===== config.mk =====
export PLATFORM = sky130hd
export DESIGN_NAME = pcx_rle_decoder
export DESIGN_NICKNAME = d
export VERILOG_FILES = /design/src/design/pcx_pkg.sv /design/src/design/pcx_front.sv /design/src/design/pcx_queue.sv /design/src/design/pcx_back.sv /design/src/design/pcx_rle_decoder.sv
export SDC_FILE = /design/constraint.sdc
export NUM_CORES = 1
export LEC_CHECK = 0
export BUFFER_PORTS_ARGS = -buffer_cell sky130_fd_sc_hd__buf_4
export CORE_MARGIN = 2
export CORE_UTILIZATION = 45
export CTS_BUF_LIST = sky130_fd_sc_hd__clkbuf_4
export CTS_CLUSTER_SIZE = 12
export DETAILED_ROUTE_END_ITERATION = 10
export MAX_ROUTING_LAYER = met4
export PLACE_DENSITY_LB_ADDON = 0.15
export SYNTH_ARGS = -nofsm -noshare
export SYNTH_HDL_FRONTEND = slang
export SYNTH_SLANG_ARGS = --single-unit

===== constraint.sdc =====
create_clock -name i_clk -period 5.32 [get_ports i_clk]
set_clock_uncertainty 0.2 [all_clocks]
set_input_delay 0.532 -clock i_clk [delete_from_list [all_inputs] [get_ports i_clk]]
set_output_delay 0.532 -clock i_clk [all_outputs]
set_load 0.005 [all_outputs]

===== src/design/pcx_pkg.sv =====
// Package for the PCX run-length decoder: queue command type, byte codes,
// register indexes and reset values. It depends on nothing else.
`default_nettype none
package pcx_pkg;

    localparam logic [7:0] RUN_MARK   = 8'hC0;
    localparam logic [7:0] COUNT_MASK = 8'h3F;

    localparam int CFG_IDX_W = 2;
    localparam logic [CFG_IDX_W-1:0] REG_LINE_LENGTH = 2'd0;
    localparam logic [CFG_IDX_W-1:0] REG_ROW_COUNT   = 2'd1;

    localparam logic [15:0] LINE_LENGTH_RESET = 16'd320;
    localparam logic [15:0] ROW_COUNT_RESET   = 16'd200;

    localparam int QUEUE_DEPTH = 2;
    localparam int QUEUE_PTR_W = $clog2(QUEUE_DEPTH);

    // One pixel value and how many times it is to be repeated.
    typedef struct packed {
        logic [7:0] value;
        logic [5:0] count;
    } t_cmd;

endpackage
`default_nettype wire


===== src/design/pcx_front.sv =====
// Front end of the PCX decoder: accepts compressed bytes, recognises run
// headers and hands repeat commands to the queue. Uses pcx_pkg.
`default_nettype none
module pcx_front (
    input  wire logic        i_clk,
    input  wire logic        i_rst_n,
    input  wire logic        i_valid,
    output logic             o_ready,
    input  wire logic [7:0]  i_data_byte,
    input  wire logic        i_queue_full,
    output logic             o_push,
    output pcx_pkg::t_cmd    o_cmd
);
    import pcx_pkg::*;

    logic       r_awaiting;
    logic       n_awaiting;
    logic [5:0] r_count;
    logic [5:0] n_count;
    logic       accept;
    logic       is_header;

    assign o_ready   = !i_queue_full;
    assign accept    = i_valid && o_ready;
    assign is_header = (i_data_byte & RUN_MARK) == RUN_MARK;

    always_comb begin
        n_awaiting = r_awaiting;
        n_count    = r_count;
        o_push     = 1'b0;
        o_cmd.value = i_data_byte;
        o_cmd.count = 6'd1;
        if (accept) begin
            if (r_awaiting) begin
                // The byte after a header is the run value, whatever it is.
                n_awaiting  = 1'b0;
                n_count     = 6'd0;
                o_push      = 1'b1;
                o_cmd.count = r_count;
            end else if (is_header) begin
                n_awaiting = 1'b1;
                n_count    = 6'(i_data_byte & COUNT_MASK);
            end else begin
                o_push = 1'b1;
            end
        end
    end

    always_ff @(posedge i_clk) begin
        if (!i_rst_n) begin
            r_awaiting <= 1'b0;
            r_count    <= 6'd0;
        end else begin
            r_awaiting <= n_awaiting;
            r_count    <= n_count;
        end
    end

endmodule
`default_nettype wire


===== src/design/pcx_queue.sv =====
// Short command queue between the front and back of the PCX decoder.
// Uses pcx_pkg for the command type and the depth.
`default_nettype none
module pcx_queue (
    input  wire logic        i_clk,
    input  wire logic        i_rst_n,
    input  wire logic        i_push,
    input  wire pcx_pkg::t_cmd i_cmd,
    input  wire logic        i_pop,
    output logic             o_full,
    output logic             o_empty,
    output pcx_pkg::t_cmd    o_head
);
    import pcx_pkg::*;

    t_cmd                   r_mem [QUEUE_DEPTH];
    logic [QUEUE_PTR_W-1:0] r_wr_ptr;
    logic [QUEUE_PTR_W-1:0] r_rd_ptr;
    logic [QUEUE_PTR_W:0]   r_fill;
    logic                   do_push;
    logic                   do_pop;

    assign o_full  = r_fill == (QUEUE_PTR_W+1)'(QUEUE_DEPTH);
    assign o_empty = r_fill == '0;
    assign o_head  = r_mem[r_rd_ptr];
    assign do_push = i_push && !o_full;
    assign do_pop  = i_pop && !o_empty;

    always_ff @(posedge i_clk) begin
        if (do_push) begin
            r_mem[r_wr_ptr] <= i_cmd;
        end
    end

    always_ff @(posedge i_clk) begin
        if (!i_rst_n) begin
            r_wr_ptr <= '0;
            r_rd_ptr <= '0;
            r_fill   <= '0;
        end else begin
            if (do_push) begin
                r_wr_ptr <= r_wr_ptr + QUEUE_PTR_W'(1);
            end
            if (do_pop) begin
                r_rd_ptr <= r_rd_ptr + QUEUE_PTR_W'(1);
            end
            case ({do_push, do_pop})
                2'b10:   r_fill <= r_fill + (QUEUE_PTR_W+1)'(1);
                2'b01:   r_fill <= r_fill - (QUEUE_PTR_W+1)'(1);
                default: r_fill <= r_fill;
            endcase
        end
    end

endmodule
`default_nettype wire


===== src/design/pcx_back.sv =====
// Back end of the PCX decoder: expands queued commands into pixels, tracks
// column and row against the configuration registers. Uses pcx_pkg.
`default_nettype none
module pcx_back (
    input  wire logic                            i_clk,
    input  wire logic                            i_rst_n,
    input  wire logic                            i_cfg_valid,
    input  wire logic [pcx_pkg::CFG_IDX_W-1:0]   i_cfg_index,
    input  wire logic [15:0]                     i_cfg_data,
    input  wire logic                            i_queue_empty,
    input  wire pcx_pkg::t_cmd                   i_head,
    output logic                                 o_pop,
    output logic                                 o_valid,
    input  wire logic                            i_ready,
    output logic [7:0]                           o_pixel_value,
    output logic [15:0]                          o_column,
    output logic [15:0]                          o_row,
    output logic                                 o_end_of_line,
    output logic                                 o_end_of_image,
    output logic                                 o_last
);
    import pcx_pkg::*;

    logic [15:0] r_line_length;
    logic [15:0] r_row_count;
    logic [15:0] r_col;
    logic [15:0] r_row;
    logic [5:0]  r_sent;
    logic        r_image_done;
    logic        r_out_valid;
    logic [7:0]  r_out_pixel;
    logic [15:0] r_out_col;
    logic [15:0] r_out_row;
    logic        r_out_eol;
    logic        r_out_eoi;
    logic        r_out_last;

    logic [15:0] last_col;
    logic [15:0] last_row;
    logic        eol;
    logic        eoi;
    logic        slot_free;
    logic        head_valid;
    logic        skip;
    logic        emit;
    logic        fin;

    // A register value of zero wraps to the all-ones last position.
    assign last_col   = r_line_length - 16'd1;
    assign last_row   = r_row_count - 16'd1;
    assign eol        = r_col >= last_col;
    assign eoi        = eol && (r_row >= last_row);
    assign slot_free  = !r_out_valid || i_ready;
    assign head_valid = !i_queue_empty;
    // Zero-length runs and everything after the image are dropped.
    assign skip       = head_valid && ((i_head.count == 6'd0) || r_image_done);
    assign emit       = head_valid && !skip && slot_free;
    assign fin        = ((7'(r_sent) + 7'd1) == 7'(i_head.count)) || eoi;
    assign o_pop      = skip || (emit && fin);

    always_ff @(posedge i_clk) begin
        if (!i_rst_n) begin
            r_line_length <= LINE_LENGTH_RESET;
            r_row_count   <= ROW_COUNT_RESET;
        end else if (i_cfg_valid) begin
            case (i_cfg_index)
                REG_LINE_LENGTH: r_line_length <= i_cfg_data;
                REG_ROW_COUNT:   r_row_count   <= i_cfg_data;
                default:         ;
            endcase
        end
    end

    always_ff @(posedge i_clk) begin
        if (!i_rst_n) begin
            r_col        <= 16'd0;
            r_row        <= 16'd0;
            r_sent       <= 6'd0;
            r_image_done <= 1'b0;
            r_out_valid  <= 1'b0;
        end else begin
            if (o_pop) begin
                r_sent <= 6'd0;
            end else if (emit) begin
                r_sent <= r_sent + 6'd1;
            end
            if (emit) begin
                if (eoi) begin
                    r_image_done <= 1'b1;
                    r_col        <= 16'd0;
                    r_row        <= 16'd0;
                end else if (eol) begin
                    r_col <= 16'd0;
                    r_row <= r_row + 16'd1;
                end else begin
                    r_col <= r_col + 16'd1;
                end
            end
            if (emit) begin
                r_out_valid <= 1'b1;
            end else if (i_ready) begin
                r_out_valid <= 1'b0;
            end
        end
    end

    always_ff @(posedge i_clk) begin
        if (emit) begin
            r_out_pixel <= i_head.value;
            r_out_col   <= r_col;
            r_out_row   <= r_row;
            r_out_eol   <= eol;
            r_out_eoi   <= eoi;
            r_out_last  <= fin;
        end
    end

    assign o_valid        = r_out_valid;
    assign o_pixel_value  = r_out_pixel;
    assign o_column       = r_out_col;
    assign o_row          = r_out_row;
    assign o_end_of_line  = r_out_eol;
    assign o_end_of_image = r_out_eoi;
    assign o_last         = r_out_last;

`ifndef NO_ASSERTIONS
    a_sent_below_count: assert property (@(posedge i_clk) disable iff (!i_rst_n)
        emit |-> (7'(r_sent) < 7'(i_head.count)))
        else $error("pixel count of a run overran its command");
    a_done_after_eoi: assert property (@(posedge i_clk) disable iff (!i_rst_n)
        (emit && eoi) |=> (r_image_done && o_end_of_image && o_last))
        else $error("end of image did not close the image and the command");
    a_silent_when_done: assert property (@(posedge i_clk) disable iff (!i_rst_n)
        r_image_done |-> !emit)
        else $error("pixel produced after the image was complete");
    a_eoi_has_eol: assert property (@(posedge i_clk) disable iff (!i_rst_n)
        (o_valid && o_end_of_image) |-> o_end_of_line)
        else $error("end of image without end of line");
`endif

endmodule
`default_nettype wire


===== src/design/pcx_rle_decoder.sv =====
// Path: a literal byte passes the command queue, then the output register.
// Throughput: one input byte per cycle while the queue has room, one pixel
// per cycle at the output while the receiver is ready; a run holds the back
// end until its pixels are sent, and the two-entry queue then stalls input.
// Reset: synchronous, active low; clears control state and loads 320 and 200
// into the line length and row count registers. No clearing pass is needed.
`default_nettype none
module pcx_rle_decoder (
    input  wire logic                            i_clk,
    input  wire logic                            i_rst_n,
    input  wire logic                            i_valid,
    output logic                                 o_ready,
    input  wire logic [7:0]                      i_data_byte,
    output logic                                 o_valid,
    input  wire logic                            i_ready,
    output logic [7:0]                           o_pixel_value,
    output logic [15:0]                          o_column,
    output logic [15:0]                          o_row,
    output logic                                 o_end_of_line,
    output logic                                 o_end_of_image,
    output logic                                 o_last,
    input  wire logic                            i_cfg_valid,
    output logic                                 o_cfg_ready,
    input  wire logic [pcx_pkg::CFG_IDX_W-1:0]   i_cfg_index,
    input  wire logic [15:0]                     i_cfg_data
);
    import pcx_pkg::*;

    logic push;
    logic pop;
    logic queue_full;
    logic queue_empty;
    t_cmd push_cmd;
    t_cmd head_cmd;

    assign o_cfg_ready = 1'b1;

    pcx_front u_front (
        .i_clk        (i_clk),
        .i_rst_n      (i_rst_n),
        .i_valid      (i_valid),
        .o_ready      (o_ready),
        .i_data_byte  (i_data_byte),
        .i_queue_full (queue_full),
        .o_push       (push),
        .o_cmd        (push_cmd)
    );

    pcx_queue u_queue (
        .i_clk   (i_clk),
        .i_rst_n (i_rst_n),
        .i_push  (push),
        .i_cmd   (push_cmd),
        .i_pop   (pop),
        .o_full  (queue_full),
        .o_empty (queue_empty),
        .o_head  (head_cmd)
    );

    pcx_back u_back (
        .i_clk          (i_clk),
        .i_rst_n        (i_rst_n),
        .i_cfg_valid    (i_cfg_valid),
        .i_cfg_index    (i_cfg_index),
        .i_cfg_data     (i_cfg_data),
        .i_queue_empty  (queue_empty),
        .i_head         (head_cmd),
        .o_pop          (pop),
        .o_valid        (o_valid),
        .i_ready        (i_ready),
        .o_pixel_value  (o_pixel_value),
        .o_column       (o_column),
        .o_row          (o_row),
        .o_end_of_line  (o_end_of_line),
        .o_end_of_image (o_end_of_image),
        .o_last         (o_last)
    );

endmodule
`default_nettype wire


==> out/summary.txt <==
status: finished, final reports clean
compound-cell area share of the yosys netlist: 8.63%
core area: 15800 um^2
routed via count: 5260
total grt overflow: 0
Die H: 131 um
Final nets: 850
die width: 131 um
DP Wirelength: 10900 um
ys async rst share: 0%
Place WS: 0.606 ns
post-synth top area cell: edfxtp_1
initial antenna violation count: 2
sequential share of the synthesized area: 52.7%
mux share of post-synthesis cell area: 2.35%
die area: 17100 um^2
Leak Pwr: 3.17 nW
Post-synth top cells: nand2_1 (104), dfxtp_1 (84), edfxtp_1 (71)
layout cells sized above 1: 16.1%
area delta synth->final: 16.0%
period utilization: 88.8%
worst endpoint data arrival time: 5.02 ns
setup tns final: 0 ns
Total Wirelength: 15100 um
count leader, synth: nand2_1
placement row count: 46
# DRC: 0
crit end category: flop
actual slew at the worst max-slew pin: 0.938 ns
CP Max Fanout: 12
antenna viol nets, final: 0
mapped cell area: 7240 um^2
Num CTS Buffers: 17
Worst R2R Path Depth: 18
Worst Path Required: 5.61 ns
largest net degree at the start of global routing: 51
worst setup margin: 0.595 ns
EDFF count, synth: 71
xor and xnor area share after synthesis: 8.23%
CTS sink cnt: 155
# port buffers: 75
H-tree Lvls: 4
area taken by multi-input logic gates: 3240 um^2
fill cell count: 1436
headroom to the max-slew limit: 37.2%
pwr dens: 277 nW/um^2
Crit Path Category: reg2reg
Pre-Repair DR Iteration Count: 5
Starting DRT DRC Count: 297
final hold vios: 0
Worst-Skew Late Latency: 0.55 ns
CP Launch Type: flop
Root Buffer: clkbuf_4
largest family of logic cells by synthesized area: simple AND/OR/NAND/NOR gates
Area contributors post-synth: edfxtp_1 (29%), dfxtp_1 (23%), ha_1 (6.6%)
Synth Area in Adders: 6.57%
Sequential Area: 3810 um^2
DR vias/cell: 5.20
RSZ-0062 raised after global routing: no
Slew Limit Fails: 0
gpl congestion: 0.844
Max Fclk: 212 MHz
routed len/inst: 14.9 um
vias in the first global route: 5141
Ys Warns: 0
max-cap viol count: 0
Tmin final: 4.73 ns
Most used DFF post-synth: dfxtp_1
gr usage total: 19.3%
Synth Register Bits: 155
CTS clk-pin slew, worst paths: 0.13 ns
Post-Synth Simple-Gate Area: 18.9%
Syn Area/Cell: 10.5 um^2
CTS Buffer Depth: 2
Starting Density: 45.7%
first-pass GRT wire length: 24800 um
io pins: 77
CTS tree: yes
post_cts resized: 0
endpoints failing setup: 0
VDD IR max: 0.195 mV
Hold WC Path Type: in2reg
Hold Crit Depth: 3
top-area cell type share of the netlist area: 29.5%
Distinct cells, synth: 60
Syn Nets: 758
Synth Instances: 689
[cell families after synthesis]
group / Yosys count
AO/OA/AOI/OAI: 88
XOR/XNOR: 68
adder cells (fa/ha/maj): 38
buffers and inverters: 41
flip-flops: 155
multiplexers: 16
other: 1
AND/OR/NAND/NOR: 282
[state kept, by name (all words and copies together) (netlist names), named ones only]
register	cells
u_queue.r_mem	28
u_back.o_column	16
u_back.o_row	16
u_back.r_col	16
u_back.r_line_length	16
u_back.r_row	16
u_back.r_row_count	16
u_back.o_pixel_value	8
u_back.r_sent	6
u_front.r_count	6
u_queue.r_fill	2
u_back.o_end_of_image	1
u_back.o_end_of_line	1
u_back.o_last	1
u_back.o_valid	1
u_back.r_image_done	1
u_front.r_awaiting	1
u_queue.r_rd_ptr	1
u_queue.r_wr_ptr	1
[layer usage]
metal / part of all wire [%] / vias to the layer above / GRT usage, %
met5: 0 / - / -
met4: 2.1 / 0 / 7.38
met3: 3.6 / 26 / 4.28
met2: 48 / 91 / 31.3
met1: 46 / 2513 / 23.7
li1: - / 2630 / -
[per-stage QoR]
step	hold WS [ns]	utilization [%]	instance area (um^2)	total power, mW	cells
2_1_floorplan	0.237	-	7240	1.60	689
3_3_place_gp	0.261	50.4	7980	1.75	959
3_5_place_dp	0.274	50.4	7980	1.76	959
4_1_cts	0.00635	53.0	8390	2.35	1010
5_1_grt	-0.00196	53.0	8390	2.44	1012
6_report	0.0533	53.0	8390	2.32	1012
[layout by cell type, fill, tap and decap left out, types with 3 or more instances in the layout]
cell type,n
o21ai_0,12
clkinv_1,4
o21a_1,4
nor2b_1,8
ha_1,38
nor2_1,58
and4_1,5
xnor2_1,39
and2_1,5
xor2_1,29
dfxtp_1,84
a21o_1,4
a21oi_1,13
or4_1,4
mux2_2,8
a21boi_0,29
nand4_1,16
nand3b_1,4
nand2_1,104
nand2b_1,6
clkinvlp_4,3
nor4_1,12
nand3_1,23
nor3_1,11
buf_4,79
and3_1,8
inv_1,14
edfxtp_1,71
a31oi_1,5
a22oi_1,6
dlygate4sd3_1,19
mux2i_1,8
or2_2,3
or3_1,3
clkbuf_4,17
clkinv_2,6
[final cells by class]
| type | instances | area share [%] |
|---|---|---|
| inverters | 16 | 0.745 |
| well taps | 216 | 3.22 |
| clock buffers | 17 | 1.52 |
| repair buffers | 98 | 9.33 |
| flip-flops and latches | 155 | 45.4 |
| diodes | 2 | 0.0596 |
| clock inverters | 15 | 1.01 |
| multi-input cells | 493 | 38.7 |
[worst max-delay path, cell delays in order, from the launching register on]
cell and delay, ns:
dfxtp_1 0.36, nor2_1 0.15, nand3_1 0.13, nor4_1 0.33, nand2_1 0.15, or2_2 0.33, nor4_1 0.24, xnor2_1 0.18
ha_1 0.27, a21o_1 0.19, a21o_1 0.17, a221o_1 0.33, a41oi_1 0.27, o32a_1 0.18, buf_4 0.18, o21ai_2 0.10
ha_1 0.35, or3_1 0.37, a21boi_0 0.16
[final timing paths]
check                                               end                                  start  slack [ns]
setup / recovery         u_queue.r_fill[1]$_SDFFE_PN0P_     u_back.r_row_count[2]$_SDFFE_PN0P_        0.59
hold / removal     u_back.r_line_length[9]$_SDFFE_PN0P_                          i_cfg_data[9]        0.05
setup reg to reg         u_queue.r_fill[1]$_SDFFE_PN0P_     u_back.r_row_count[2]$_SDFFE_PN0P_        0.59
hold reg to reg   u_back.r_line_length[15]$_SDFFE_PN0P_  u_back.r_line_length[15]$_SDFFE_PN0P_        0.29
[what timing repair did]
action                     4_1_cts  5_1_grt
hold endpoints to repair        30        0
hold buffers                    19        0
setup endpoints to repair        0        0
setup buffers                    0        0
[report_power, final]
| group | internal (mW) | switching (mW) |
|---|---|---|
| Combinational | 0.160 | 0.191 |
| Sequential | 1.35 | 0.0437 |
| Clock | 0.173 | 0.408 |
Note: power is estimated with default switching activity, not from simulation.
